[src/fscg_pkg.sv]
`default_nettype none

package fscg_pkg;

    // Fixed-point format of positions, stops and strength (Q1.16, 1.0 = 65536)
    localparam int FRAC_BITS = 16;
    localparam int POS_W     = FRAC_BITS + 1;
    localparam int CH_W      = 8;
    localparam int COLOR_W   = 3 * CH_W;
    localparam int SEG_W     = 2;

    localparam logic [POS_W-1:0] ONE       = POS_W'(1 << FRAC_BITS);
    localparam logic [POS_W-1:0] HALF      = POS_W'(1 << (FRAC_BITS - 1));
    localparam logic [POS_W-1:0] DEF_UPPER = POS_W'((33 * (1 << FRAC_BITS) + 50) / 100);
    localparam logic [POS_W-1:0] DEF_LOWER = POS_W'((66 * (1 << FRAC_BITS) + 50) / 100);

    // Divider: one quotient bit per step, f can reach ONE so FRAC_BITS+1 bits
    localparam int DIV_STEPS       = FRAC_BITS + 1;
    localparam int STEPS_PER_STAGE = 2;

    // APB register map
    localparam int ADDR_W    = 5;
    localparam int DATA_W    = 32;
    localparam int REG_IDX_W = 3;

    localparam logic [REG_IDX_W-1:0] REG_TOP_COLOR       = 3'd0;
    localparam logic [REG_IDX_W-1:0] REG_UPPER_MID_COLOR = 3'd1;
    localparam logic [REG_IDX_W-1:0] REG_LOWER_MID_COLOR = 3'd2;
    localparam logic [REG_IDX_W-1:0] REG_BOTTOM_COLOR    = 3'd3;
    localparam logic [REG_IDX_W-1:0] REG_UPPER_STOP      = 3'd4;
    localparam logic [REG_IDX_W-1:0] REG_LOWER_STOP      = 3'd5;
    localparam logic [REG_IDX_W-1:0] REG_BLEND_STRENGTH  = 3'd6;

    localparam logic [COLOR_W-1:0] RST_TOP_COLOR       = 24'h4B9FD1;
    localparam logic [COLOR_W-1:0] RST_UPPER_MID_COLOR = 24'h62B0D8;
    localparam logic [COLOR_W-1:0] RST_LOWER_MID_COLOR = 24'h78C0DF;
    localparam logic [COLOR_W-1:0] RST_BOTTOM_COLOR    = 24'hA9DCE8;

    // Segment codes
    localparam logic [SEG_W-1:0] SEG_UPPER  = 2'd0;
    localparam logic [SEG_W-1:0] SEG_MIDDLE = 2'd1;
    localparam logic [SEG_W-1:0] SEG_LOWER  = 2'd2;

    // Effective configuration: stops sanitized and sorted, strength clamped
    typedef struct packed {
        logic [COLOR_W-1:0] top_color;
        logic [COLOR_W-1:0] upper_mid_color;
        logic [COLOR_W-1:0] lower_mid_color;
        logic [COLOR_W-1:0] bottom_color;
        logic [POS_W-1:0]   s1;
        logic [POS_W-1:0]   s2;
        logic [POS_W-1:0]   strength;
    } cfg_t;

    // Segment stage -> divider
    typedef struct packed {
        logic [SEG_W-1:0] seg;
        logic             zero;
        logic [POS_W-1:0] n;
        logic [POS_W-1:0] span;
    } seg_item_t;

    // Divider -> color mix
    typedef struct packed {
        logic [SEG_W-1:0] seg;
        logic [POS_W-1:0] frac;
    } frac_item_t;

endpackage

`default_nettype wire

[src/fscg_seg.sv]
`default_nettype none

module fscg_seg
    import fscg_pkg::*;
(
    input  wire logic             clk,
    input  wire logic             rst_n,
    input  wire cfg_t             cfg,
    input  wire logic             in_valid,
    input  wire logic [POS_W-1:0] position,
    output logic                  up_ready,
    output logic                  out_valid,
    output seg_item_t             out_item,
    input  wire logic             down_ready
);

    logic             valid_reg;
    seg_item_t        item_reg;
    seg_item_t        item_next;
    logic             en;
    logic [POS_W-1:0] pos_sat;
    logic [POS_W-1:0] seg_start;
    logic [POS_W-1:0] seg_stop;

    assign en        = !valid_reg || down_ready;
    assign up_ready  = en;
    assign out_valid = valid_reg;
    assign out_item  = item_reg;

    // A position on a stop belongs to the earlier segment
    always_comb
    begin
        pos_sat = (position > ONE) ? ONE : position;
        if (pos_sat <= cfg.s1)
        begin
            item_next.seg = SEG_UPPER;
            seg_start     = '0;
            seg_stop      = cfg.s1;
        end
        else if (pos_sat <= cfg.s2)
        begin
            item_next.seg = SEG_MIDDLE;
            seg_start     = cfg.s1;
            seg_stop      = cfg.s2;
        end
        else
        begin
            item_next.seg = SEG_LOWER;
            seg_start     = cfg.s2;
            seg_stop      = ONE;
        end
        item_next.n    = pos_sat - seg_start;
        item_next.span = seg_stop - seg_start;
        item_next.zero = (item_next.span == '0);
    end

    always_ff @(posedge clk or negedge rst_n)
    begin
        if (!rst_n)
        begin
            valid_reg <= 1'b0;
        end
        else if (en)
        begin
            valid_reg <= in_valid;
        end
    end

    always_ff @(posedge clk)
    begin
        if (en && in_valid)
        begin
            item_reg <= item_next;
        end
    end

endmodule

`default_nettype wire

[config.mk]
export PLATFORM = sky130hd
export DESIGN_NAME = fscg_seg
export DESIGN_NICKNAME = d
export VERILOG_FILES = /design/src/fscg_pkg.sv /design/src/fscg_seg.sv
export SDC_FILE = /design/constraint.sdc
export NUM_CORES = 1
export LEC_CHECK = 0
export ABC_AREA = 0
export BUFFER_PORTS_ARGS = -buffer_cell sky130_fd_sc_hd__buf_2
export CAP_MARGIN = 20
export CORE_MARGIN = 2
export CORE_UTILIZATION = 47
export CTS_CLUSTER_DIAMETER = 80
export DETAILED_ROUTE_END_ITERATION = 8
export PLACE_DENSITY_LB_ADDON = 0.12
export SYNTH_ARGS = -nofsm -noshare
export SYNTH_HDL_FRONTEND = slang
export SYNTH_SLANG_ARGS = --single-unit
[constraint.sdc]
create_clock -name clk -period 2.2 [get_ports clk]
set_clock_uncertainty 0.2 [all_clocks]
set_input_delay 0.33 -clock clk [delete_from_list [all_inputs] [get_ports clk]]
set_output_delay 0.33 -clock clk [all_outputs]
set_load 0.01 [all_outputs]
Word-level counts from Yosys, hierarchy flattened
Index checks and enable logic that the tools add are counted.

storage, ports and cells
  flip-flop bits (word level) = 38
  input port bits = 168
  word-level logic and storage cells = 20

operators by class
  magnitude comparators = 3
  reductions and logical operators = 4
  add/sub/neg operators = 2
  multiplexer cells = 6

operators by type and width
  cell                    number
  $mux W17                5
  $le A17 B17 Y1          2
  $sub A17 B17 Y17        2
  $gt A17 B17 Y1 const B  1
  $logic_not A17 Y1       1
  $mux W2                 1
  $logic_and A1 B1 Y1     1
  $logic_not A1 Y1        1
  $logic_or A1 B1 Y1      1

Depth between registers and ports, before layout
  depth after elaboration = 7
  mapped depth = 22
  gate-level depth less buffers = 22

Least setup slack after synthesis
Ideal clock, no wire load.

  kind = input -> register
  from = in position[3]
  to = reg item_reg (netlist bit out_item[34]) (data pin)
  setup time = 0.170 ns
  buffers on the path = 1
  slack = -3.738 ns
  stages = 21
  arrival = 5.568 ns
  cell sequence = nor4_1 a41oi_1 nor2b_1 ha_1 a21o_1 a21oi_1 o221ai_1 or3_1 a21oi_1 clkbuf_1 a22oi_1 ha_1 fa_1 nor2b_4 o31a_1 o211a_1 a211oi_1 a2111oi_0 or4b_1 or4_1 nor4_2

RTL lines
  item                  RTL line        text
  start, declared       fscg_seg.sv:10  input wire logic [POS_W-1:0] position,
  end signal, assigned  fscg_seg.sv:73  item_reg <= item_next;
  end, declared         fscg_seg.sv:18  seg_item_t item_reg;

==> out/summary.txt <==
Clk Latency, worst-skew pair -> 300 ps
Worst-Margin Slew -> 514 ps
Finished Core Util -> 89.7%
drt total wl -> 21100 um
adder-cell area share of the yosys netlist -> 21.0%
Slew HR -> 65.5%
internal power -> 2.77 mW
multiplexer share of the synthesized area -> 0.242%
Port-buffer cells -> 93
Req. time, crit path -> 2120 ps
Longest Clk Path Bufs -> 2
die height -> 97.7 um
Initial Util -> 47.8%
Ports -> 207
Wirelength per Cell -> 23.8 um
xor/xnor cell area share of the yosys netlist -> 4.88%
P&R area growth vs syn -> 87.7%
number of synthesized flops with an enable pin -> 37
number of max-cap violations -> 0
#FFs+latches synth -> 38
Die X -> 97.7 um
Synth Area per Inst -> 8.84 um2
Vias -> 5624
RSZ-0062 raised after global routing -> yes
Worst-path clk slew -> 90 ps
TritonCTS clock tree -> yes
Routed Antenna Nets -> 0
Inserted Clock Buffers -> 5
die area -> 0.00955 mm2
Synth Flop Type -> edfxtp_1
Final Max Slew Viols -> 0
crit path from -> position[4]
clock sinks -> 38
Core ar. -> 0.00864 mm2
final hold viol count -> 0
Worst setup SP type -> input port
post-synthesis cell type count -> 56
switch share -> 40.3%
CP max FO -> 5
cell depth of the worst flop-to-flop path -> 3
Leak -> 3.55 nW
worst hold path class -> input port to flop
share of layout cells above drive strength 1 -> 59.4%
register area share after synthesis -> 27.5%
synthesized cell area -> 0.00413 mm2
global-route wire length before repair -> 23100 um
Mapped Nets -> 703
dpl cells -> 827
combinational family with the most area after synthesis -> compound AO/OA/AOI/OAI gates
global placer's final weighted congestion -> 0.965
yosys warns -> 0
PwrDens -> 600 mW/mm2
Total Routing Usage GR -> 29.9%
initial drt markers -> 593
status -> complete, but fails checks
H-tree Lvls -> 2
largest net degree at the start of global routing -> 38
FF-to-FF Start -> out_valid
grt total ovfl -> 0
Synth Instances -> 467
P_sw -> 1.87 mW
DRC -> 0
Comb pwr share -> 66.3%
compound-cell area share of the yosys netlist -> 21.4%
non-filler instance count after layout -> 887
vias in the first global route -> 4889
Clock Root Buffer -> clkbuf_8
sequential share of power -> 21.5%
WP data arrival -> 6020 ps
hold-critical path depth -> 2
Tmin final -> 6100 ps
Setup violations, final -> 37
Vias/cell -> 6.34
# rows -> 34
maximum clock rate -> 164 MHz
CP endpoint -> out_item[34]
r2r endpoint -> out_item[30]
router iterations before antenna repair -> 6
flop2flop setup slack -> 780 ps
VDD IR max -> 0.000379 V
DPL Wire Length -> 11000 um
Tcrit/Tclk final -> 277%
nets@finish -> 1014
Final WS setup -> -3900 ps
CP Class -> input port to flop
Crit. End Element -> flop
clock share of power -> 12.1%
antenna violations before repair -> 0
antenna cells -> 0
failing checks -> setup timing
Post-synth ARST share -> 2.63%
post-synthesis simple-gate area fraction -> 19.6%
per-layer routing:
metal | up-vias | routed length (um) | part of all wire, % | GRT usage, %
met3 | 158 | 1950 | 9.2 | 3.29
met1 | 2614 | 7390 | 35 | 37.2
met4 | 0 | 1800 | 8.5 | 12.4
li1 | 2345 | - | - | -
met2 | 507 | 9960 | 47 | 52.9
met5 | - | 0 | 0 | 0
synthesized netlist by cell type, types with 7 or more instances:
library cell  number  area [um2]
o21ai_0           25         125
a22o_1            14         123
nor3_1             9        45.0
nor2_1            29         109
inv_1             52         195
o21a_1            10        75.1
ha_1              66         826
a21o_1            11        82.6
edfxtp_1          37        1110
clkbuf_1           7        26.3
nor2b_1           20         125
nand4_1           10        62.6
nand2b_1          17         106
a21oi_1           32         160
xor2_1             7        61.3
nand2_1           29         109
xnor2_1           16         140
layout by cell type (no fill, tap or decap), types with 9 or more instances in the layout:
cell,instances
nand2_1,25
ha_4,31
xnor2_1,13
buf_2,86
buf_4,182
buf_6,33
nand2b_1,16
inv_1,47
ha_1,35
a21oi_1,14
o21a_1,9
edfxtp_1,37
a21oi_2,15
o21ai_0,10
nor2_1,21
nor2b_4,12
nand4_1,10
a22o_1,14
a21o_1,11
power by group through the flow:
stage | Sequential [mW] | Combinational [mW] | Clock, mW
floorplan | 1.08 | 1.05 | 0
global placement | 1.01 | 2.09 | 0
detailed placement | 1.02 | 2.16 | 0
CTS | 1.00 | 2.54 | 0.546
global route | 1.01 | 3.21 | 0.589
finish | 1.00 | 3.08 | 0.563
per-stage QoR:
stage	instance area (um2)	setup slack, ps	hold WS [ps]	TNS, ps	power (mW)
floorplan	4360	-3130	-166	-71670	2.13
global placement	6180	-3550	-95.3	-92240	3.09
detailed placement	6180	-3850	-94.2	-98390	3.17
CTS	6890	-3340	38.6	-78830	4.08
global route	7750	-3940	60.1	-101100	4.81
finish	7750	-3900	28.1	-99760	4.65
layout make-up:
type	count	area [um2]
multi-input cells	371	3860
inverters	52	198
flip-flops and latches	38	1140
clock inverters	2	12.5
fillers	335	886
well taps	108	135
clock buffers	6	82.6
repair buffers	310	2330
worst max-delay path, stage by stage:
cell and delay [ps]:
buf_2 140, nor4_4 380, buf_4 190, a41oi_4 190, nor2b_2 200, buf_4 170
ha_4 130, nand4_1 260, nor2_1 280, nand4_1 220, a22oi_2 390, a21oi_4 90
buf_6 140, a22oi_2 200, ha_4 190, fa_2 230, nor2b_4 50, o31a_1 360
buf_4 170, o2111ai_4 220, buf_6 150, a2111oi_4 80, or2_4 270, o41a_1 330
xor2_1 180, buf_4 190, nor4_2 290
registers in the layout (all words and copies together), names as in the netlist:
register   flops
out_item      37
out_valid      1
repair_timing:
item	in CTS	in global routing
endpoints found under the setup margin	37	37
setup buffers	31	35
hold buffers	1	0
pin swaps	17	58
gates resized for setup	80	128
cloned	2	1
hold endpoints to repair	1	0
cells by family (layout without fill, tap and decap cells):
logic type               Yosys count  in the layout
AO/OA/AOI/OAI                    129            130
XOR/XNOR                          23             23
adder cells (fa/ha/maj)           68             68
buffers and inverters             59            370
flip-flops                        38             38
multiplexers                       1              1
AND/OR/NAND/NOR                  149            149
worst min path at each step:
| stage | from | endpoint | slack, ps |
|---|---|---|---|
| 4_1_cts | in_valid | out_valid | 40 |
| 6_report | in_valid | out_valid | 30 |
| 3_5_place_dp | rst_n | out_valid | -90 |
| 2_1_floorplan | rst_n | out_valid | -170 |
| 5_1_grt | in_valid | out_valid | 60 |
| 3_3_place_gp | rst_n | out_valid | -100 |
Note: power is estimated with default switching activity, not from simulation.
