File: src/fscg_pkg.sv
`default_nettype none

package fscg_pkg;

    // Fixed-point format of positions, stops and strength (Q1.16, 1.0 = 65536)
    localparam int FRAC_BITS = 16;
    localparam int POS_W     = FRAC_BITS + 1;
    localparam int CH_W      = 8;
    localparam int COLOR_W   = 3 * CH_W;
    localparam int SEG_W     = 2;

    localparam logic [POS_W-1:0] ONE       = POS_W'(1 << FRAC_BITS);
    localparam logic [POS_W-1:0] HALF      = POS_W'(1 << (FRAC_BITS - 1));
    localparam logic [POS_W-1:0] DEF_UPPER = POS_W'((33 * (1 << FRAC_BITS) + 50) / 100);
    localparam logic [POS_W-1:0] DEF_LOWER = POS_W'((66 * (1 << FRAC_BITS) + 50) / 100);

    // Divider: one quotient bit per step, f can reach ONE so FRAC_BITS+1 bits
    localparam int DIV_STEPS       = FRAC_BITS + 1;
    localparam int STEPS_PER_STAGE = 2;

    // APB register map
    localparam int ADDR_W    = 5;
    localparam int DATA_W    = 32;
    localparam int REG_IDX_W = 3;

    localparam logic [REG_IDX_W-1:0] REG_TOP_COLOR       = 3'd0;
    localparam logic [REG_IDX_W-1:0] REG_UPPER_MID_COLOR = 3'd1;
    localparam logic [REG_IDX_W-1:0] REG_LOWER_MID_COLOR = 3'd2;
    localparam logic [REG_IDX_W-1:0] REG_BOTTOM_COLOR    = 3'd3;
    localparam logic [REG_IDX_W-1:0] REG_UPPER_STOP      = 3'd4;
    localparam logic [REG_IDX_W-1:0] REG_LOWER_STOP      = 3'd5;
    localparam logic [REG_IDX_W-1:0] REG_BLEND_STRENGTH  = 3'd6;

    localparam logic [COLOR_W-1:0] RST_TOP_COLOR       = 24'h4B9FD1;
    localparam logic [COLOR_W-1:0] RST_UPPER_MID_COLOR = 24'h62B0D8;
    localparam logic [COLOR_W-1:0] RST_LOWER_MID_COLOR = 24'h78C0DF;
    localparam logic [COLOR_W-1:0] RST_BOTTOM_COLOR    = 24'hA9DCE8;

    // Segment codes
    localparam logic [SEG_W-1:0] SEG_UPPER  = 2'd0;
    localparam logic [SEG_W-1:0] SEG_MIDDLE = 2'd1;
    localparam logic [SEG_W-1:0] SEG_LOWER  = 2'd2;

    // Effective configuration: stops sanitized and sorted, strength clamped
    typedef struct packed {
        logic [COLOR_W-1:0] top_color;
        logic [COLOR_W-1:0] upper_mid_color;
        logic [COLOR_W-1:0] lower_mid_color;
        logic [COLOR_W-1:0] bottom_color;
        logic [POS_W-1:0]   s1;
        logic [POS_W-1:0]   s2;
        logic [POS_W-1:0]   strength;
    } cfg_t;

    // Segment stage -> divider
    typedef struct packed {
        logic [SEG_W-1:0] seg;
        logic             zero;
        logic [POS_W-1:0] n;
        logic [POS_W-1:0] span;
    } seg_item_t;

    // Divider -> color mix
    typedef struct packed {
        logic [SEG_W-1:0] seg;
        logic [POS_W-1:0] frac;
    } frac_item_t;

endpackage

`default_nettype wire

File: src/fscg_mix.sv
`default_nettype none

module fscg_mix
    import fscg_pkg::*;
(
    input  wire logic            clk,
    input  wire logic            rst_n,
    input  wire cfg_t            cfg,
    input  wire logic            in_valid,
    input  wire frac_item_t      in_item,
    output logic                 up_ready,
    output logic                 out_valid,
    output logic     [CH_W-1:0]  red,
    output logic     [CH_W-1:0]  green,
    output logic     [CH_W-1:0]  blue,
    input  wire logic            out_stall
);

    localparam int MIX_W = CH_W + POS_W;

    // (a*(ONE-w) + b*w + ONE/2) >> FRAC_BITS, rounded half up
    function automatic logic [CH_W-1:0] blend(input logic [CH_W-1:0] a,
                                              input logic [CH_W-1:0] b,
                                              input logic [POS_W-1:0] w);
        logic [POS_W-1:0] wc;
        logic [MIX_W-1:0] acc;
        wc  = ONE - w;
        acc = MIX_W'(a) * MIX_W'(wc) + MIX_W'(b) * MIX_W'(w) + MIX_W'(HALF);
        return acc[FRAC_BITS +: CH_W];
    endfunction

    // Channel 0 red, 1 green, 2 blue
    function automatic logic [CH_W-1:0] chan(input logic [COLOR_W-1:0] rgb, input int k);
        return rgb[COLOR_W-1-CH_W*k -: CH_W];
    endfunction

    logic               m1_valid_reg;
    logic [CH_W-1:0]    seg_chan_reg  [3];
    logic [CH_W-1:0]    seg_chan_next [3];
    logic               out_valid_reg;
    logic [CH_W-1:0]    out_chan_reg  [3];
    logic [CH_W-1:0]    out_chan_next [3];
    logic [COLOR_W-1:0] ca;
    logic [COLOR_W-1:0] cb;
    logic               en1;
    logic               en2;

    assign en2      = !out_valid_reg || !out_stall;
    assign en1      = !m1_valid_reg || en2;
    assign up_ready = en1;

    always_comb
    begin
        case (in_item.seg)
            SEG_UPPER:
            begin
                ca = cfg.top_color;
                cb = cfg.upper_mid_color;
            end
            SEG_MIDDLE:
            begin
                ca = cfg.upper_mid_color;
                cb = cfg.lower_mid_color;
            end
            default:
            begin
                ca = cfg.lower_mid_color;
                cb = cfg.bottom_color;
            end
        endcase
        for (int k = 0; k < 3; k++)
        begin
            seg_chan_next[k] = blend(chan(ca, k), chan(cb, k), in_item.frac);
        end
    end

    // Second pass pulls the segment color toward the flat top color
    always_comb
    begin
        for (int k = 0; k < 3; k++)
        begin
            out_chan_next[k] = blend(chan(cfg.top_color, k), seg_chan_reg[k], cfg.strength);
        end
    end

    always_ff @(posedge clk or negedge rst_n)
    begin
        if (!rst_n)
        begin
            m1_valid_reg  <= 1'b0;
            out_valid_reg <= 1'b0;
        end
        else
        begin
            if (en1)
            begin
                m1_valid_reg <= in_valid;
            end
            if (en2)
            begin
                out_valid_reg <= m1_valid_reg;
            end
        end
    end

    always_ff @(posedge clk)
    begin
        if (en1 && in_valid)
        begin
            seg_chan_reg <= seg_chan_next;
        end
        if (en2 && m1_valid_reg)
        begin
            out_chan_reg <= out_chan_next;
        end
    end

    assign out_valid = out_valid_reg;
    assign red       = out_chan_reg[0];
    assign green     = out_chan_reg[1];
    assign blue      = out_chan_reg[2];

endmodule

`default_nettype wire

File: config.mk
export PLATFORM = sky130hd
export DESIGN_NAME = fscg_mix
export DESIGN_NICKNAME = d
export VERILOG_FILES = /design/src/fscg_pkg.sv /design/src/fscg_mix.sv
export SDC_FILE = /design/constraint.sdc
export NUM_CORES = 2
export LEC_CHECK = 0
export ABC_AREA = 0
export BUFFER_PORTS_ARGS = -buffer_cell sky130_fd_sc_hd__buf_2
export CAP_MARGIN = 5
export CORE_MARGIN = 2
export CORE_UTILIZATION = 28
export DETAILED_ROUTE_END_ITERATION = 6
export GPL_ROUTABILITY_DRIVEN = 0
export GPL_TIMING_DRIVEN = 0
export HOLD_SLACK_MARGIN = 0.02
export PLACE_DENSITY = 0.53
export SLEW_MARGIN = 15
export SYNTH_ARGS = -nofsm -noshare
export SYNTH_HDL_FRONTEND = slang
export SYNTH_SLANG_ARGS = --single-unit
File: constraint.sdc
create_clock -name clk -period 18.3 [get_ports clk]
set_input_delay 1.83 -clock clk [delete_from_list [all_inputs] [get_ports clk]]
set_output_delay 1.83 -clock clk [all_outputs]
set_load 0.01 [all_outputs]
* After elaboration in Yosys (flattened, before gate mapping)
Index checks and enable logic that the tools add are counted.
Operators by class: bitwise operators 0, mux-type cells 2, shift operators 0, equal/unequal tests 1, add/sub/neg operators 14, reductions and logical operators 8, multipliers 12, $lt $le $gt $ge 0, divide/modulo/power cells 0
Operator list (count):
- $mul A8 B17 Y24 | 12
- $add A24 B16 Y24 const B | 6
- $add A24 B24 Y24 | 6
- $pmux W24 S2 | 2
- $sub A17 B17 Y17 const A | 2
- $logic_not A1 Y1 | 3
- $eq A2 B1 Y1 const B | 1
- $logic_and A1 B1 Y1 | 2
- $logic_not A2 Y1 | 1
- $logic_or A1 B1 Y1 | 2
Storage, ports and cells: RAM bits 0, ROM bits 0, input bits 170, output and inout bits 26, flip-flop bits (word level) 50, memories 0, latch bits 0

* Logic depth before layout (Yosys ltp)
word-level depth 5, gate-level depth with buffers 31, depth with buffers taken out 29

* Least setup slack after synthesis
Ideal clock, no wire load.
path type input to register, from input port cfg[0] (netlist name), to register out_chan_reg, in the netlist green[7] (data pin), data required time 18.040 ns, arrival 8.833 ns, cell stages on the path 30, setup time 0.260 ns, setup slack 9.207 ns, cells stage by stage buf_2 clkbuf_1 inv_1 ha_1 or3b_4 nor3_2 nand2_1 or3_1 xor2_1 clkbuf_1 nand2_1 fa_1 fa_1 fa_1 fa_1 inv_1 fa_1 inv_1 fa_1 inv_1 ha_1 a21oi_1 o221ai_1 a21oi_1 o21ai_1 a21oi_1 o21ai_1 o41ai_1 o21bai_1 xnor2_1
RTL lines:
- start, declared | line fscg_mix.sv:8 | input wire cfg_t cfg,
- end signal, assigned | line fscg_mix.sv:114 | out_chan_reg <= out_chan_next;
- end, declared | line fscg_mix.sv:41 | logic [CH_W-1:0] out_chan_reg [3];

==> qor.log <==
[floorplanning] Die X 437 um
[clocking] clock tree from TritonCTS done
[synthesis] Mean Syn Cell Area 8.83 um2
[global_route] global-route usage over all layers 19.8%
[global_route] via count of the first global-routing pass 42500
[synthesis] total standard cell area after synthesis 52500 um2
[cells_and_area] Area Overhead vs Synth 7.99%
[worst_setup_path] critical path's most frequent cell sky130_fd_sc_hd__fa_1
[cells_and_area] Finished Cell Area 56600 um2
[timing] final slew viol count 0
[timing] final critical-path required period 11.77 ns
[worst_setup_path] launching element type of the critical path input port
[clocking] largest buffer count on any clock path 2
[clocking] H-Tree Level Count 2
[floorplanning] Chip Height 437 um
[worst_setup_path] R2R cell count 22
[clocking] number of CTS-inserted buffers 5
[cells_and_area] Layout fillers 19800
[global_route] final global-route overflow total 0
[route] DRT iter0 DRCs 2971
[min_path] hold path startpoint m1_valid_reg
[clocking] CTS Hold Bufs 0
[synthesis] leading post-synthesis cells by cell area sky130_fd_sc_hd__fa_1 (50%), sky130_fd_sc_hd__inv_1 (11%), sky130_fd_sc_hd__ha_1 (11%)
[timing] clock tree skew after final layout 0.00830 ns
[placed_design] estimated wirelength of the detail-placed design 159000 um
[worst_setup_path] family of cells with the greatest summed delay on the critical path adder cells
[timing] final number of setup-violating endpoints 0
[min_path] worst-case hold path end point out_valid
[cells_and_area] Multi-input gate area 43900 um2
[cells_and_area] net count reported at finish 8037
[synthesis] Async S/R FF share, synth 4.00%
[timing] setup TNS after final layout 0 ns
[global_route] wire length of the first global-routing pass 278000 um
[synthesis] number of nets in the synthesized netlist 7892
[worst_setup_path] count of buffer and inverter cells on the critical path 8
[synthesis] main flop type after synthesis sky130_fd_sc_hd__edfxtp_1
[clocking] # Post-CTS Setup Buffers 0
[worst_setup_path] Critical R2R Capture blue[7]
[synthesis] number of warnings printed during yosys synthesis 0
[route] vias per cell 4.62
[worst_setup_path] launch instance of the worst register-to-register path seg_chan_reg[6]
[clocking] clock-pin slew of the registers on the worst-case setup and hold paths 0.07 ns
[timing] transition time of the tightest slew-check pin 1.39 ns
[route] Wirelength per Cell 21.6 um
[min_path] number of cells traversed by the worst hold path 1
[min_path] class of the most critical hold timing path register to register
[timing] number of hold violations in the final report 0
[synthesis] gate count of the mapped netlist 5938
[cells_and_area] area used by sequential logic in the layout 1490 um2
[route] Pre-antenna DRT Iters 5
[cells_and_area] share of cells above drive strength 1 3.53%
[worst_setup_path] Max stage delay cell, worst path sky130_fd_sc_hd__xor2_1
[synthesis] register bit count reported by yosys 50
[floorplanning] die outline area 191000 um2
[timing] worst slew margin relative to its limit 6.46%
[synthesis] largest area contributor in the netlist sky130_fd_sc_hd__fa_1
[cells_and_area] Largest register FFs 24
[timing] unrepaired setup endpoints after global routing no
[outcome] result of the run complete, no violations
[route] total routed wirelength 186000 um
[synthesis] sequential fraction of the synthesis area 2.84%
[worst_setup_path] worst reg-to-reg setup slack 10.99 ns
[timing] max frequency 0.0850 GHz
[worst_setup_path] start-to-end type of the worst setup path input port to register
[synthesis] number of enable flip-flop cells after synthesis 48
[synthesis] count of cell types in the netlist 71
[placed_design] Buffers on Ports 129
[global_route] number of antenna violations at the first check in global routing 47
[route] remaining antenna violation count 0
[worst_setup_path] Critical Path Sink Type register
[clocking] CTS Root Buffer Type sky130_fd_sc_hd__clkbuf_16
[worst_setup_path] delay of the slowest cell on the worst path 1.07 ns
[synthesis] area share of the leading cell type in the synthesized netlist 49.9%
[worst_setup_path] endpoint required time on the critical path 18.38 ns
[worst_setup_path] worst path arrival time 11.85 ns
[floorplanning] floorplan row count 158
[global_route] maximum number of pins on one net before global-route repair 25
[clocking] Clock Sinks 50
[job] Max Cap Viol 0
[route] drt drc 0
[timing] crit share post-route 64.3%
[worst_setup_path] Crit Path Max Fanout 10
[clocking] Skew-Pair Late Insertion Delay 0.33 ns
[route] Via Count 39700
[floorplanning] Initial Utilization 28.2%
[cells_and_area] final core utilization 30.5%
[clocking] # resized after CTS 0
[floorplanning] Top-Level Pins 196
[floorplanning] Core Footprint 186000 um2
[placed_design] total placed instance area 56400 um2
synth_stat cells, drive strengths merged, types with 5 or more instances:
master / n
inv: 1590
fa: 1308
nand2: 882
and2: 595
ha: 476
clkbuf: 267
nor2: 233
xnor2: 94
o21ai: 68
a21oi: 55
edfxtp: 48
mux2i: 47
xor2: 38
buf: 27
nor3: 27
nand3: 26
o21a: 23
a21o: 17
nand2b: 15
and3: 12
nand4: 12
a211oi: 9
nor2b: 6
nand3b: 5
metal layers:
metal / up-vias / wire (um) / part of all wire (%) / global-route usage (%)
li1: 17300 / - / - / -
met1: 20500 / 73800 / 40 / 25.1
met2: 1564 / 88500 / 48 / 32.9
met3: 347 / 13200 / 7.1 / 3.14
met4: 8 / 10100 / 5.4 / 9.57
met5: - / 46 / 0.025 / 0
cells by family after synthesis:
| logic type | count (synthesis) | share of synthesized area, % |
|---|---|---|
| buffers and inverters | 1884 | 13.6 |
| xor gates and xnor gates | 132 | 2.20 |
| muxes | 49 | 0.964 |
| AOI/OAI and AO/OA | 203 | 2.42 |
| adders and majority gates | 1784 | 61.3 |
| and+or+nand+nor | 1836 | 16.7 |
| DFF | 50 | 2.84 |
final cells by class:
class | instances | area share (%)
clock inverter | 2 | 0.0663
multi-input combinational | 4004 | 77.6
buffer | 294 | 2.03
tap | 2480 | 5.48
clock buffer | 6 | 0.228
sequential | 50 | 2.63
inverter | 1590 | 10.5
timing repair buffer | 138 | 1.33
antenna | 25 | 0.110
worst max-delay path by stage:
stage                     slack, ns          endpoint       start  cells after the start
after detailed placement       6.33  seg_chan_reg[23]  in_item[0]                     29
after global routing           6.45  seg_chan_reg[23]  in_item[0]                     29
after floorplan                9.21          green[7]      cfg[0]                     30
after global placement         6.17   seg_chan_reg[7]  in_item[0]                     30
after CTS                      6.66  seg_chan_reg[23]  in_item[0]                     29
final                          6.53  seg_chan_reg[23]  in_item[0]                     29
per-stage QoR:
stage	cells	setup slack (ns)	hold slack, ns
floorplan	5938	9.21	0.443
global placement	8547	6.17	0.450
detailed placement	8555	6.33	0.489
CTS	8563	6.66	0.507
global route	8582	6.45	0.527
finish	8589	6.53	0.504
cells in the final DEF, fill, tap and decap left out, types with 9 or more instances in the layout:
cell type and n:
sky130_fd_sc_hd__a211oi_1 9, sky130_fd_sc_hd__a21o_1 17, sky130_fd_sc_hd__a21oi_1 52, sky130_fd_sc_hd__and2_1 594, sky130_fd_sc_hd__and3_1 12, sky130_fd_sc_hd__buf_1 9
sky130_fd_sc_hd__buf_2 142, sky130_fd_sc_hd__clkbuf_1 263, sky130_fd_sc_hd__diode_2 25, sky130_fd_sc_hd__edfxtp_1 48, sky130_fd_sc_hd__fa_1 1308, sky130_fd_sc_hd__ha_1 476
sky130_fd_sc_hd__inv_1 1590, sky130_fd_sc_hd__mux2i_1 46, sky130_fd_sc_hd__nand2_1 880, sky130_fd_sc_hd__nand2b_1 15, sky130_fd_sc_hd__nand3_1 26, sky130_fd_sc_hd__nand4_1 12
sky130_fd_sc_hd__nor2_1 233, sky130_fd_sc_hd__nor3_1 21, sky130_fd_sc_hd__o21a_1 23, sky130_fd_sc_hd__o21ai_0 31, sky130_fd_sc_hd__o21ai_1 31, sky130_fd_sc_hd__xnor2_1 89
sky130_fd_sc_hd__xor2_1 34
Power is left out: the tool's default activity adds up to more than one toggle a clock period on the data nets, which glitch-free logic cannot reach.
