<file path="src/fscg_pkg.sv">
`default_nettype none

package fscg_pkg;

    // Fixed-point format of positions, stops and strength (Q1.16, 1.0 = 65536)
    localparam int FRAC_BITS = 16;
    localparam int POS_W     = FRAC_BITS + 1;
    localparam int CH_W      = 8;
    localparam int COLOR_W   = 3 * CH_W;
    localparam int SEG_W     = 2;

    localparam logic [POS_W-1:0] ONE       = POS_W'(1 << FRAC_BITS);
    localparam logic [POS_W-1:0] HALF      = POS_W'(1 << (FRAC_BITS - 1));
    localparam logic [POS_W-1:0] DEF_UPPER = POS_W'((33 * (1 << FRAC_BITS) + 50) / 100);
    localparam logic [POS_W-1:0] DEF_LOWER = POS_W'((66 * (1 << FRAC_BITS) + 50) / 100);

    // Divider: one quotient bit per step, f can reach ONE so FRAC_BITS+1 bits
    localparam int DIV_STEPS       = FRAC_BITS + 1;
    localparam int STEPS_PER_STAGE = 2;

    // APB register map
    localparam int ADDR_W    = 5;
    localparam int DATA_W    = 32;
    localparam int REG_IDX_W = 3;

    localparam logic [REG_IDX_W-1:0] REG_TOP_COLOR       = 3'd0;
    localparam logic [REG_IDX_W-1:0] REG_UPPER_MID_COLOR = 3'd1;
    localparam logic [REG_IDX_W-1:0] REG_LOWER_MID_COLOR = 3'd2;
    localparam logic [REG_IDX_W-1:0] REG_BOTTOM_COLOR    = 3'd3;
    localparam logic [REG_IDX_W-1:0] REG_UPPER_STOP      = 3'd4;
    localparam logic [REG_IDX_W-1:0] REG_LOWER_STOP      = 3'd5;
    localparam logic [REG_IDX_W-1:0] REG_BLEND_STRENGTH  = 3'd6;

    localparam logic [COLOR_W-1:0] RST_TOP_COLOR       = 24'h4B9FD1;
    localparam logic [COLOR_W-1:0] RST_UPPER_MID_COLOR = 24'h62B0D8;
    localparam logic [COLOR_W-1:0] RST_LOWER_MID_COLOR = 24'h78C0DF;
    localparam logic [COLOR_W-1:0] RST_BOTTOM_COLOR    = 24'hA9DCE8;

    // Segment codes
    localparam logic [SEG_W-1:0] SEG_UPPER  = 2'd0;
    localparam logic [SEG_W-1:0] SEG_MIDDLE = 2'd1;
    localparam logic [SEG_W-1:0] SEG_LOWER  = 2'd2;

    // Effective configuration: stops sanitized and sorted, strength clamped
    typedef struct packed {
        logic [COLOR_W-1:0] top_color;
        logic [COLOR_W-1:0] upper_mid_color;
        logic [COLOR_W-1:0] lower_mid_color;
        logic [COLOR_W-1:0] bottom_color;
        logic [POS_W-1:0]   s1;
        logic [POS_W-1:0]   s2;
        logic [POS_W-1:0]   strength;
    } cfg_t;

    // Segment stage -> divider
    typedef struct packed {
        logic [SEG_W-1:0] seg;
        logic             zero;
        logic [POS_W-1:0] n;
        logic [POS_W-1:0] span;
    } seg_item_t;

    // Divider -> color mix
    typedef struct packed {
        logic [SEG_W-1:0] seg;
        logic [POS_W-1:0] frac;
    } frac_item_t;

endpackage

`default_nettype wire

</file>
<file path="src/fscg_div.sv">
`default_nettype none

module fscg_div
    import fscg_pkg::*;
(
    input  wire logic      clk,
    input  wire logic      rst_n,
    input  wire logic      in_valid,
    input  wire seg_item_t in_item,
    output logic           up_ready,
    output logic           out_valid,
    output frac_item_t     out_item,
    input  wire logic      down_ready
);

    localparam int STAGES = (DIV_STEPS + STEPS_PER_STAGE - 1) / STEPS_PER_STAGE;

    typedef struct packed {
        logic [SEG_W-1:0] seg;
        logic             zero;
        logic [POS_W-1:0] span;
        logic [POS_W-1:0] rem;
        logic [POS_W-1:0] quo;
    } div_stage_t;

    // Restoring step; the first step tests n against span without a shift
    function automatic div_stage_t div_step(input div_stage_t x, input logic first);
        logic [POS_W:0] trial;
        logic           ge;
        div_stage_t     y;
        y     = x;
        trial = first ? {1'b0, x.rem} : {x.rem, 1'b0};
        ge    = (trial >= {1'b0, x.span});
        if (ge)
        begin
            trial = trial - {1'b0, x.span};
        end
        y.rem = trial[POS_W-1:0];
        y.quo = {x.quo[POS_W-2:0], ge};
        return y;
    endfunction

    div_stage_t       stage_reg [STAGES];
    logic             valid_reg [STAGES];
    div_stage_t       pipe_in   [STAGES];
    logic             pipe_in_v [STAGES];
    logic [STAGES:0]  en;
    div_stage_t       head;
    div_stage_t       last;

    always_comb
    begin
        head.seg  = in_item.seg;
        head.zero = in_item.zero;
        head.span = in_item.span;
        head.rem  = in_item.n;
        head.quo  = '0;
    end

    assign en[STAGES] = down_ready;
    assign up_ready   = en[0];

    for (genvar s = 0; s < STAGES; s++)
    begin : g_stage
        div_stage_t stage_next;

        if (s == 0)
        begin : g_head
            assign pipe_in[s]   = head;
            assign pipe_in_v[s] = in_valid;
        end
        else
        begin : g_body
            assign pipe_in[s]   = stage_reg[s-1];
            assign pipe_in_v[s] = valid_reg[s-1];
        end

        assign en[s] = !valid_reg[s] || en[s+1];

        always_comb
        begin
            stage_next = pipe_in[s];
            for (int k = 0; k < STEPS_PER_STAGE; k++)
            begin
                if (s * STEPS_PER_STAGE + k < DIV_STEPS)
                begin
                    stage_next = div_step(stage_next, (s * STEPS_PER_STAGE + k) == 0);
                end
            end
        end

        always_ff @(posedge clk or negedge rst_n)
        begin
            if (!rst_n)
            begin
                valid_reg[s] <= 1'b0;
            end
            else if (en[s])
            begin
                valid_reg[s] <= pipe_in_v[s];
            end
        end

        always_ff @(posedge clk)
        begin
            if (en[s] && pipe_in_v[s])
            begin
                stage_reg[s] <= stage_next;
            end
        end
    end

    // Zero-length segment gives f = 0, i.e. the segment's start color
    assign last          = stage_reg[STAGES-1];
    assign out_valid     = valid_reg[STAGES-1];
    assign out_item.seg  = last.seg;
    assign out_item.frac = last.zero ? '0 : ((last.quo > ONE) ? ONE : last.quo);

    // Segment stage must keep the numerator within the span
    a_num_in_span: assert property (@(posedge clk) disable iff (!rst_n)
        in_valid && up_ready |-> in_item.n <= in_item.span)
        else $error("divider numerator exceeds span");

    // With n <= span the quotient never needs the clamp
    a_quo_in_range: assert property (@(posedge clk) disable iff (!rst_n)
        out_valid && !last.zero |-> last.quo <= ONE)
        else $error("divider quotient above one");

    // Last stage holds its item while stalled
    a_last_holds: assert property (@(posedge clk) disable iff (!rst_n)
        valid_reg[STAGES-1] && !down_ready |=>
            valid_reg[STAGES-1] && $stable(stage_reg[STAGES-1]))
        else $error("divider lost or changed a stalled item");

endmodule

`default_nettype wire

</file>
<file path="config.mk">
export PLATFORM = sky130hd
export DESIGN_NAME = fscg_div
export DESIGN_NICKNAME = d
export VERILOG_FILES = /design/src/fscg_pkg.sv /design/src/fscg_div.sv
export SDC_FILE = /design/constraint.sdc
export NUM_CORES = 1
export LEC_CHECK = 0
export BUFFER_PORTS_ARGS = -buffer_cell sky130_fd_sc_hd__buf_2
export CAP_MARGIN = 20
export CORE_UTILIZATION = 64
export CTS_CLUSTER_SIZE = 16
export DETAILED_ROUTE_END_ITERATION = 10
export PLACE_DENSITY_LB_ADDON = 0.12
export SETUP_SLACK_MARGIN = 0.2
export SLEW_MARGIN = 5
export SYNTH_ARGS = -nofsm -noshare
export SYNTH_HDL_FRONTEND = slang
export SYNTH_SLANG_ARGS = --single-unit
</file>
<file path="constraint.sdc">
create_clock -name clk -period 8 [get_ports clk]
set_clock_uncertainty 0.1 [all_clocks]
set_input_delay 0.8 -clock clk [delete_from_list [all_inputs] [get_ports clk]]
set_output_delay 0.8 -clock clk [all_outputs]
set_load 0.01 [all_outputs]
</file>
Word level (Yosys, flattened, before mapping). Memory sizes are Yosys's and may differ from the RTL's. Index checks and enable logic that the tools add are counted.

Bits in registers: 9. Memory bits (writable): 486. Bits of input ports: 41. Output and inout bits: 21. Word-level logic and storage cells: 109. Memories: 1.

Memory list: stage_reg (depth 9, width 54, read ports 9, clocked after Yosys merged registers in 0, wr ports 9, RTL line fscg_div.sv:43) `div_stage_t stage_reg [STAGES];`.

$add $sub $neg: 17. $lt $le $gt $ge: 18. Muxes and demuxes: 37. Reduce and logical (&&, ||, !) cells: 27.

Operator list (number): two-way mux 17 bit (19); subtractor 17 bit (17); greater-or-equal comparator 18 x 17 -> 1 bit (16); two-way mux 1 bit (18); greater-or-equal comparator 17 bit (1); > comparator 17 bit (second input constant) (1); logical AND 1 bit (9); zero test 1 bit (9); logical OR 1 bit (9).

Longest topological paths before layout. Gate-level depths: netlist (run 1).

Depth after elaboration: 13. Gate-level depth with buffers: 25. Gate-level depth less buffers: 21.

Least setup slack after synthesis (run 1). OpenSTA, ideal clock, no wires.

Path type: reg-to-reg. Start point: memory stage_reg[0][250] (netlist name). End point: memory stage_reg[0][294] (netlist name) (data pin). Setup time: 0.262 ns. Arrival time: 5.612 ns. Required time: 7.638 ns. Slack: 2.026 ns. Cell stages (with the launch flop): 22. Buffers on the path: 2. Period minus slack after synthesis: 5.974 ns. Cells stage by stage: edfxtp_1 inv_1 fa_1 a211o_1 a211oi_1 or2_1 nor3_1 or4_1 a31oi_2 buf_2 mux2_2 ha_1 and4_1 a221o_1 o311a_1 o21ai_1 a21boi_1 or3_1 o211ai_1 nand2_2 buf_4 mux2_1.

RTL lines (RTL line): from (decl) (fscg_div.sv:43).

==> results.json, run 1 <==
{
  "synth_seq_cells": 397,
  "final_area_mm2": 0.0305,
  "post_cts.repair.setup_buffers": 0,
  "status": "finished, final reports clean",
  "slowest_stage": "a2111oi_4",
  "fin_crit_ns": 6.68,
  "die_x_um": 211,
  "route.met2.wl_mm": 31.6,
  "maxSlewHeadroom_pct": 30.9,
  "wl_mm": 65.2,
  "ant_nets": 0,
  "clk_pin_slew_ns": 0.06,
  "tritoncts": "built",
  "final_hold_viol_count": 0,
  "synth_nets": 2949,
  "core_mm2": 0.0431,
  "postSynthCellCount": 2618,
  "clockBufferDepth": 3,
  "cp-start-kind": "flip-flop",
  "synth_area_mm2": 0.0279,
  "wl_met1_mm": 28.0,
  "die_area_mm2": 0.0445,
  "wl_met3_mm": 3.05,
  "drc": 0,
  "crit_chain": "inv_1 -> fa_1 -> a21o_1 -> a21o_1 -> a211o_1 -> o2111a_1 -> a2111oi_4 -> mux2_2 -> ha_1 -> and3_1 -> a221o_1 -> a21oi_1 -> o21bai_1 -> a21oi_1 -> o21ai_0 -> o21ai_1 -> nand2b_1 -> mux2_1",
  "diodes": 0,
  "worst_pin_slew_ns": 1.04,
  "yosysWarningCount": 0,
  "place_area_mm2": 0.0289,
  "drt_iter0_drc": 1480,
  "rsz0062_at_grt": "false",
  "cts_sinks": 397,
  "cts_hold_buf": 1,
  "cts_max_level": 2,
  "io_pins": 62,
  "min_period_over_period_pct": 83.5,
  "critPathCaptureType": "flip-flop",
  "dr.pass1.iters": 6,
  "required_ns": 8.24,
  "syn_avg_cell_area_um2": 10.7,
  "clock_latency_ns": 0.60,
  "crit_arrival_ns": 6.93,
  "tns_ns": 0,
  "maxCapViolations": 0,
  "synthTopCellsByArea": "edfxtp_1 42%, ha_1 13%, xnor2_1 4.8%",
  "finalSetupViolCount": 0,
  "grt_pass1_vias": 19800,
  "initial_core_util_pct": 64.9,
  "fmax_mhz": 150,
  "antenna_found_initial": 0,
  "layout_setup_ws_ns": 1.32,
  "ys.flop_type": "edfxtp_1",
  "die_y_um": 211,
  "num_rows": 76,
  "yosysUniqueCellTypes": 89,
  "syn2layout_area_growth_pct": 9.17,
  "routedWlPerCell_um": 19.6,
  "dr_total_vias": 20400,
  "critical_path_class": "reg -> reg",
  "pre_cts_slack_ns": 1.42,
  "via_per_inst": 6.15,
  "grt_max_degree": 54,
  "nets": 3034,
  "drive_gt1_share_pct": 11.6,
  "cts.repair.resized": 0,
  "synth_top_area_cell": "edfxtp_1",
  "seqCellArea_mm2": 0.0119,
  "drv_slew": 0,
  "stdcell_count": 3324,
  "multi_input_area_mm2": 0.0151,
  "synth_top_area_share_pct": 41.7,
  "grtUsageTotal_pct": 29.3,
  "dp_cells": 3240,
  "io_buffers": 61,
  "largest_reg_flops": 388,
  "top_layer_used": "met4",
  "synth_edf_count": 388,
  "async_flop_share_pct": 2.27,
  "fillers": 3228,
  "hp-class": "in -> reg",
  "numCtsBuffers": 44,
  "dp_hpwl_mm": 51.3,
  "grt-ovfl-total": 0,
  "synth.yosys.seq_area_share_pct": 42.5,
  "slowest_delay_ns": 0.62,
  "grt_pass1_wl_mm": 102,
  "cts_root_buf": "clkbuf_16",
  "crit_fanout": 17,
  "routabilityCongestion": 0.948
}
==> cell type report <==
type / count / area share, %
flip-flops and latches: 397 / 38.9
clock inverters: 28 / 1.15
clock buffers: 54 / 3.86
multi-input cells: 1977 / 49.6
inverters: 205 / 2.52
repair buffers: 78 / 1.49
well taps: 585 / 2.40
==> final timing paths <==
path	start	end	slack, ns	cells past startpoint
hold reg to reg	stage_reg[0][163]$_DFFE_PP_	stage_reg[0][219]$_DFFE_PP_	0.30	0
min in group asynchronous	rst_n	out_valid$_DFFE_PN0P_	0.48	2
setup reg to reg	stage_reg[0][88]$_DFFE_PP_	stage_reg[0][127]$_DFFE_PP_	1.32	18
setup / recovery	stage_reg[0][88]$_DFFE_PP_	stage_reg[0][127]$_DFFE_PP_	1.32	18
max in group asynchronous	rst_n	pipe_in_v[7]$_DFFE_PN0N_	7.12	2
hold / removal	in_item[34]	stage_reg[0][51]$_DFFE_PP_	0.29	1
==> critical path: cells and delay by family (launching register included) <==
family	cells	cell delay, ns
AO/OA/AOI/OAI	11	3.19
multiplexers	2	0.97
adder cells (fa/ha/maj)	2	0.78
AND/OR/NAND/NOR	2	0.73
flip-flops	1	0.49
buffers and inverters	1	0.14
==> per-stage QoR <==
step / util [%] / hold slack, ns
after CTS: 70.8 / 0.268
final: 70.8 / 0.291
after global placement: 67.1 / 0.301
after floorplan: - / 0.300
after global routing: 70.8 / 0.280
after detailed placement: 67.2 / 0.305
==> layer usage <==
layer / up-vias / global-route usage (%)
met5: - / 0
met4: 0 / 12.3
met3: 131 / 3.37
met2: 574 / 50.6
met1: 9781 / 37.5
li1: 9947 / -
==> cell usage after synthesis (all sizes together) (51+ instances only) <==
master / n
a21o: 87
nand2: 149
a21oi: 195
mux2: 155
nor2: 165
xor2: 59
ha: 281
edfxtp: 388
o21a: 51
xnor2: 152
o21ai: 140
inv: 205
==> logic make-up (layout without fill, tap and decap cells) <==
group / Yosys count / after routing / share of synthesized area [%]
xor gates and xnor gates: 211 / 211 / 6.62
DFF: 397 / 397 / 42.5
adders and majority gates: 290 / 290 / 13.2
buffers and inverters: 244 / 365 / 3.49
and+or+nand+nor: 613 / 613 / 10.8
AOI/OAI and AO/OA: 702 / 702 / 16.7
muxes: 161 / 161 / 6.69
==> cells in the final DEF (no fill, tap or decap), drive strengths merged, types with 36 or more instances in the layout <==
cell type	synthesis	routed
a21o	87	87
mux2	155	155
xnor2	152	152
buf	24	77
o21ai	140	140
clkbuf	15	54
xor2	59	59
a21oi	195	195
edfxtp	388	388
nor2	165	165
nand2	149	149
inv	205	212
nor3	45	45
nand3	36	36
ha	281	281
o21a	51	51
Power of run 1 is left out: the tool's default activity adds up to more than one toggle a clock period on the data nets, which glitch-free logic cannot reach.
==> run 2, diff against run 1 <==
==> constraint.sdc (replaced) <==
create_clock -name clk -period 7 [get_ports clk]
set_clock_uncertainty 0.1 [all_clocks]
set_input_delay 0.7 -clock clk [delete_from_list [all_inputs] [get_ports clk]]
set_output_delay 0.7 -clock clk [all_outputs]
set_load 0.01 [all_outputs]
==> results.json, run 2 (synthesis gave the netlist of run 1 again) <==
{
  "status": "finished, final reports clean",
  "cp-start-kind": "flip-flop",
  "cts_max_level": 2,
  "critPathLaunch": "stage_reg[0][250]$_DFFE_PP_",
  "nets": 3038,
  "numCtsBuffers": 43,
  "drc": 0,
  "r2r_cells": 21,
  "layout_commonest_cell": "edfxtp_1",
  "r2r_start": "stage_reg[0][250]$_DFFE_PP_",
  "grtUsageTotal_pct": 29.1,
  "die_y_um": 211,
  "dp_hpwl_mm": 50.5,
  "clockBufferDepth": 3,
  "mostFrequentLayoutCells": "388 x edfxtp_1, 281 x ha_1, 202 x inv_1, 192 x a21oi_1, 163 x nor2_1",
  "tns_ns": 0,
  "syn2layout_area_growth_pct": 8.93,
  "crit_fanout": 19,
  "io_buffers": 61,
  "finalSetupViolCount": 0,
  "dr_total_vias": 20500,
  "critical_path_class": "reg -> reg",
  "drt_iter0_drc": 1548,
  "maxCapViolations": 0,
  "core_mm2": 0.0431,
  "ant_nets": 0,
  "diodes": 0,
  "grt-ovfl-total": 0,
  "largest_reg_flops": 388,
  "final_hold_viol_count": 0,
  "cts_sinks": 397,
  "fmax_mhz": 156,
  "rsz0062_at_grt": "false",
  "clk_pin_slew_ns": 0.06,
  "grt_pass1_wl_mm": 101,
  "cts_root_buf": "clkbuf_16",
  "tritoncts": "built",
  "io_pins": 62,
  "antenna_found_initial": 0,
  "hold_start": "in_item[36]",
  "routedWlPerCell_um": 19.5,
  "crit_arrival_ns": 6.65,
  "routabilityCongestion": 0.937,
  "wl_mm": 64.9,
  "grt_max_degree": 54,
  "drv_slew": 0,
  "min_period_over_period_pct": 91.8,
  "die_x_um": 211,
  "grt_pass1_vias": 19500,
  "via_per_inst": 6.16,
  "required_ns": 7.22,
  "fin_crit_ns": 6.43,
  "critPathCaptureType": "flip-flop",
  "dr.pass1.iters": 5,
  "hp-class": "in -> reg",
  "initial_core_util_pct": 64.9,
  "maxSlewHeadroom_pct": 28.6,
  "die_area_mm2": 0.0445,
  "worst_pin_slew_ns": 1.07,
  "holdPathStages": 1,
  "num_rows": 76,
  "drive_gt1_share_pct": 11.5,
  "clock_latency_ns": 0.59
}
run 2: worst max-delay path, stage by stage (launching register included):
cell and delay (ns):
edfxtp_1 0.48, inv_1 0.16, fa_1 0.47, a211o_1 0.33, a211oi_1 0.27, or2_1 0.22
nor3_1 0.08, or4_1 0.49, a31oi_2 0.34, buf_4 0.31, nand2_1 0.08, o31ai_1 0.10
ha_1 0.35, and4_1 0.20, a221o_1 0.37, o311a_1 0.33, o21ai_1 0.19, a21boi_1 0.10
or3_1 0.32, o211ai_1 0.20, nand2_4 0.24, mux2_1 0.39
run 2: stage by stage:
stage | std cells | hold slack, ns | area [um2] | util (%) | setup WS, ns
3_3_place_gp | 3244 | 0.301 | 29000 | 67.2 | 0.789
3_5_place_dp | 3244 | 0.305 | 29000 | 67.2 | 0.609
4_1_cts | 3323 | 0.169 | 30400 | 70.6 | 0.567
2_1_floorplan | 2618 | 0.300 | 27900 | - | 1.03
6_report | 3325 | 0.200 | 30400 | 70.6 | 0.574
5_1_grt | 3325 | 0.174 | 30400 | 70.6 | 0.228
run 2: cell type report:
cell class / instances / area (um2)
Clock buffer: 47 / 1090
Tap cell: 585 / 732
Sequential cell: 397 / 11900
Clock inverter: 31 / 349
Multi-Input combinational cell: 1977 / 15100
Inverter: 205 / 769
Timing Repair Buffer: 83 / 473
Fill cell: 3201 / 12600
run 2: what timing repair did:
item                                   4_1_cts  5_1_grt
endpoints found under the hold margin        9        0
hold buffers                                 1        0
setup endpoints to repair                    0       20
resized for setup                            0        2
buffers inserted                             0        2
run 2: final timing paths:
check | end | slack [ns]
setup / recovery | stage_reg[0][295]$_DFFE_PP_ | 0.57
hold / removal | stage_reg[0][53]$_DFFE_PP_ | 0.20
setup reg to reg | stage_reg[0][295]$_DFFE_PP_ | 0.57
hold reg to reg | stage_reg[0][215]$_DFFE_PP_ | 0.31
max in group asynchronous | pipe_in_v[5]$_DFFE_PN0P_ | 6.20
min in group asynchronous | pipe_in_v[6]$_DFFE_PN0P_ | 0.42
run 2: layer usage:
| layer | share of wire, % | GRT usage, % | vias to the layer above | wire length [um] |
|---|---|---|---|---|
| met5 | 0 | 0 | - | 0 |
| met4 | 3.5 | 10.8 | 0 | 2260 |
| met3 | 5.4 | 3.78 | 127 | 3520 |
| met2 | 47 | 48.4 | 591 | 30700 |
| met1 | 44 | 39.0 | 9792 | 28400 |
| li1 | - | - | 9960 | - |
Power of run 2 is left out for the same reason.
==> run 3, diff against run 2 <==
--- a/config.mk
+++ b/config.mk
@@ -7,11 +7,10 @@
 export LEC_CHECK = 0
 export BUFFER_PORTS_ARGS = -buffer_cell sky130_fd_sc_hd__buf_2
 export CAP_MARGIN = 20
-export CORE_UTILIZATION = 64
+export CORE_UTILIZATION = 25
 export CTS_CLUSTER_SIZE = 16
 export DETAILED_ROUTE_END_ITERATION = 10
 export PLACE_DENSITY_LB_ADDON = 0.12
-export SETUP_SLACK_MARGIN = 0.2
 export SLEW_MARGIN = 5
 export SYNTH_ARGS = -nofsm -noshare
 export SYNTH_HDL_FRONTEND = slang
==> results.json, run 3 (synthesis gave the netlist of run 1 again) <==
{
  "num_rows": 122,
  "routabilityCongestion": 0.842,
  "drive_gt1_share_pct": 11.8,
  "dr.pass1.iters": 5,
  "dp_hpwl_mm": 60.1,
  "r2r_cells": 19,
  "drc": 0,
  "hold_start": "in_item[35]",
  "grt_pass1_vias": 19800,
  "routedWlPerCell_um": 17.7,
  "required_ns": 7.23,
  "largest_reg_flops": 388,
  "io_pins": 62,
  "grtUsageMet2_pct": 22.4,
  "clockBufferDepth": 3,
  "fmax_mhz": 153,
  "grt_pass1_wl_mm": 116,
  "worst_pin_slew_ns": 1.13,
  "min_to": "stage_reg[0][52]$_DFFE_PP_",
  "maxSlewHeadroom_pct": 22.6,
  "timing.rr.end": "stage_reg[0][126]$_DFFE_PP_",
  "mostFrequentLayoutCells": "388 x edfxtp_1, 281 x ha_1, 202 x inv_1, 192 x a21oi_1, 163 x nor2_1",
  "critPathLaunch": "stage_reg[0][88]$_DFFE_PP_",
  "cts_sinks": 397,
  "r2r_start": "stage_reg[0][88]$_DFFE_PP_",
  "clk_pin_slew_ns": 0.06,
  "critical_path_class": "reg -> reg",
  "top_usage_layer": "met2",
  "dr_total_vias": 19800,
  "grt_max_degree": 54,
  "nets": 3048,
  "die_x_um": 336,
  "initial_core_util_pct": 25.2,
  "fin_crit_ns": 6.54,
  "drt_iter0_drc": 1116,
  "fillers": 11500,
  "syn2layout_area_growth_pct": 13.5,
  "antenna_found_initial": 2,
  "core_mm2": 0.111,
  "crit_arrival_ns": 6.76,
  "rsz0062_at_grt": "false",
  "diodes": 0,
  "maxCapViolations": 0,
  "crit_family": "compound AO/OA/AOI/OAI gates",
  "slowest_delay_ns": 0.65,
  "grt-ovfl-total": 0,
  "numCtsBuffers": 49,
  "min_period_over_period_pct": 93.4,
  "cts_root_buf": "clkbuf_16",
  "critPathCaptureType": "flip-flop",
  "via_per_inst": 4.67,
  "crit_buf_inv": 2,
  "status": "finished, final reports clean",
  "drv_slew": 0,
  "grtUsageTotal_pct": 13.2,
  "tritoncts": "built",
  "holdPathStages": 1,
  "clock_latency_ns": 0.62,
  "io_buffers": 61,
  "crit_chain": "inv_1 -> fa_1 -> a21o_1 -> a21o_1 -> a211o_1 -> o2111a_1 -> a2111oi_4 -> mux2_2 -> ha_1 -> and3_1 -> a221o_1 -> a21oi_1 -> o21bai_1 -> a21oi_1 -> o21ai_0 -> o21ai_1 -> nand2b_1 -> buf_4 -> mux2_1",
  "final_hold_viol_count": 0,
  "grt_util_met1_pct": 17.3,
  "tns_ns": 0,
  "cts_max_level": 2,
  "cp-start-kind": "flip-flop",
  "crit_fanout": 17,
  "die_y_um": 336,
  "slowest_stage": "a2111oi_4",
  "wl_mm": 75.0,
  "use_met3_pct": 2.27,
  "finalSetupViolCount": 0,
  "layout_commonest_cell": "edfxtp_1",
  "hp-class": "in -> reg",
  "ant_nets": 0,
  "die_area_mm2": 0.113,
  "reg2reg_slack_ns": 0.46
}
==> run 3: cell count changes in the layout (fill, tap and decap cells not counted), sizes merged <==
| cell | delta |
|---|---|
| bufinv | -2 |
| clkinvlp | +5 |
| clkbuf | +13 |
| buf | +4 |
| clkinv | -2 |
| inv | -3 |
==> run 3: area by class of cell <==
cell class | instances | area (um2) | share of cell area (%)
clock buffer | 60 | 1270 | 4.00
clock inverter | 29 | 289 | 0.911
inverter | 205 | 769 | 2.43
multi-input combinational | 1977 | 15100 | 47.8
sequential | 397 | 11900 | 37.5
tap | 1488 | 1860 | 5.87
timing repair buffer | 87 | 503 | 1.59
==> run 3: layer usage <==
layer  vias to the layer above  share of wire (%)
met2                       341                 48
met3                        89                3.9
met1                      9419                 46
met5                         -              0.017
li1                       9975                  -
met4                         2                2.2
==> run 3: how the worst max path moves through the flow <==
stage / to / slack [ns] / depth (start not counted)
CTS: stage_reg[0][295]$_DFFE_PP_ / 0.40 / 19
global placement: stage_reg[0][296]$_DFFE_PP_ / 0.43 / 19
detailed placement: stage_reg[0][295]$_DFFE_PP_ / 0.43 / 19
global route: stage_reg[0][236]$_DFFE_PP_ / 0.01 / 19
floorplan: stage_reg[0][294]$_DFFE_PP_ / 1.03 / 21
finish: stage_reg[0][126]$_DFFE_PP_ / 0.46 / 19
==> run 3: stage by stage <==
step	utilization (%)	hold WS [ns]	cell area (um2)	cells	setup WS (ns)
floorplan	-	0.300	27900	2618	1.03
finish	28.7	0.170	31700	4243	0.460
CTS	28.6	0.117	31700	4243	0.399
global placement	27.2	0.303	30100	4153	0.432
global route	28.7	0.130	31700	4243	0.0139
detailed placement	27.2	0.305	30100	4153	0.433
==> run 3: worst register-to-register path, stage by stage (launching register included) <==
cell	delay (ns)
edfxtp_1	0.52
inv_1	0.15
fa_1	0.46
a21o_1	0.21
a21o_1	0.25
a211o_1	0.34
o2111a_1	0.30
a2111oi_4	0.65
mux2_2	0.43
ha_1	0.34
and3_1	0.22
a221o_1	0.34
a21oi_1	0.36
o21bai_1	0.13
a21oi_1	0.41
o21ai_0	0.20
o21ai_1	0.19
nand2b_1	0.07
buf_4	0.23
mux2_1	0.36
==> run 3: timing repair <==
item	in CTS	in global routing
gates resized for setup	0	1
hold endpoints to repair	9	0
setup buffers	0	0
endpoints found under the setup margin	0	8
hold buffers	1	0
Power of run 3 is left out for the same reason.
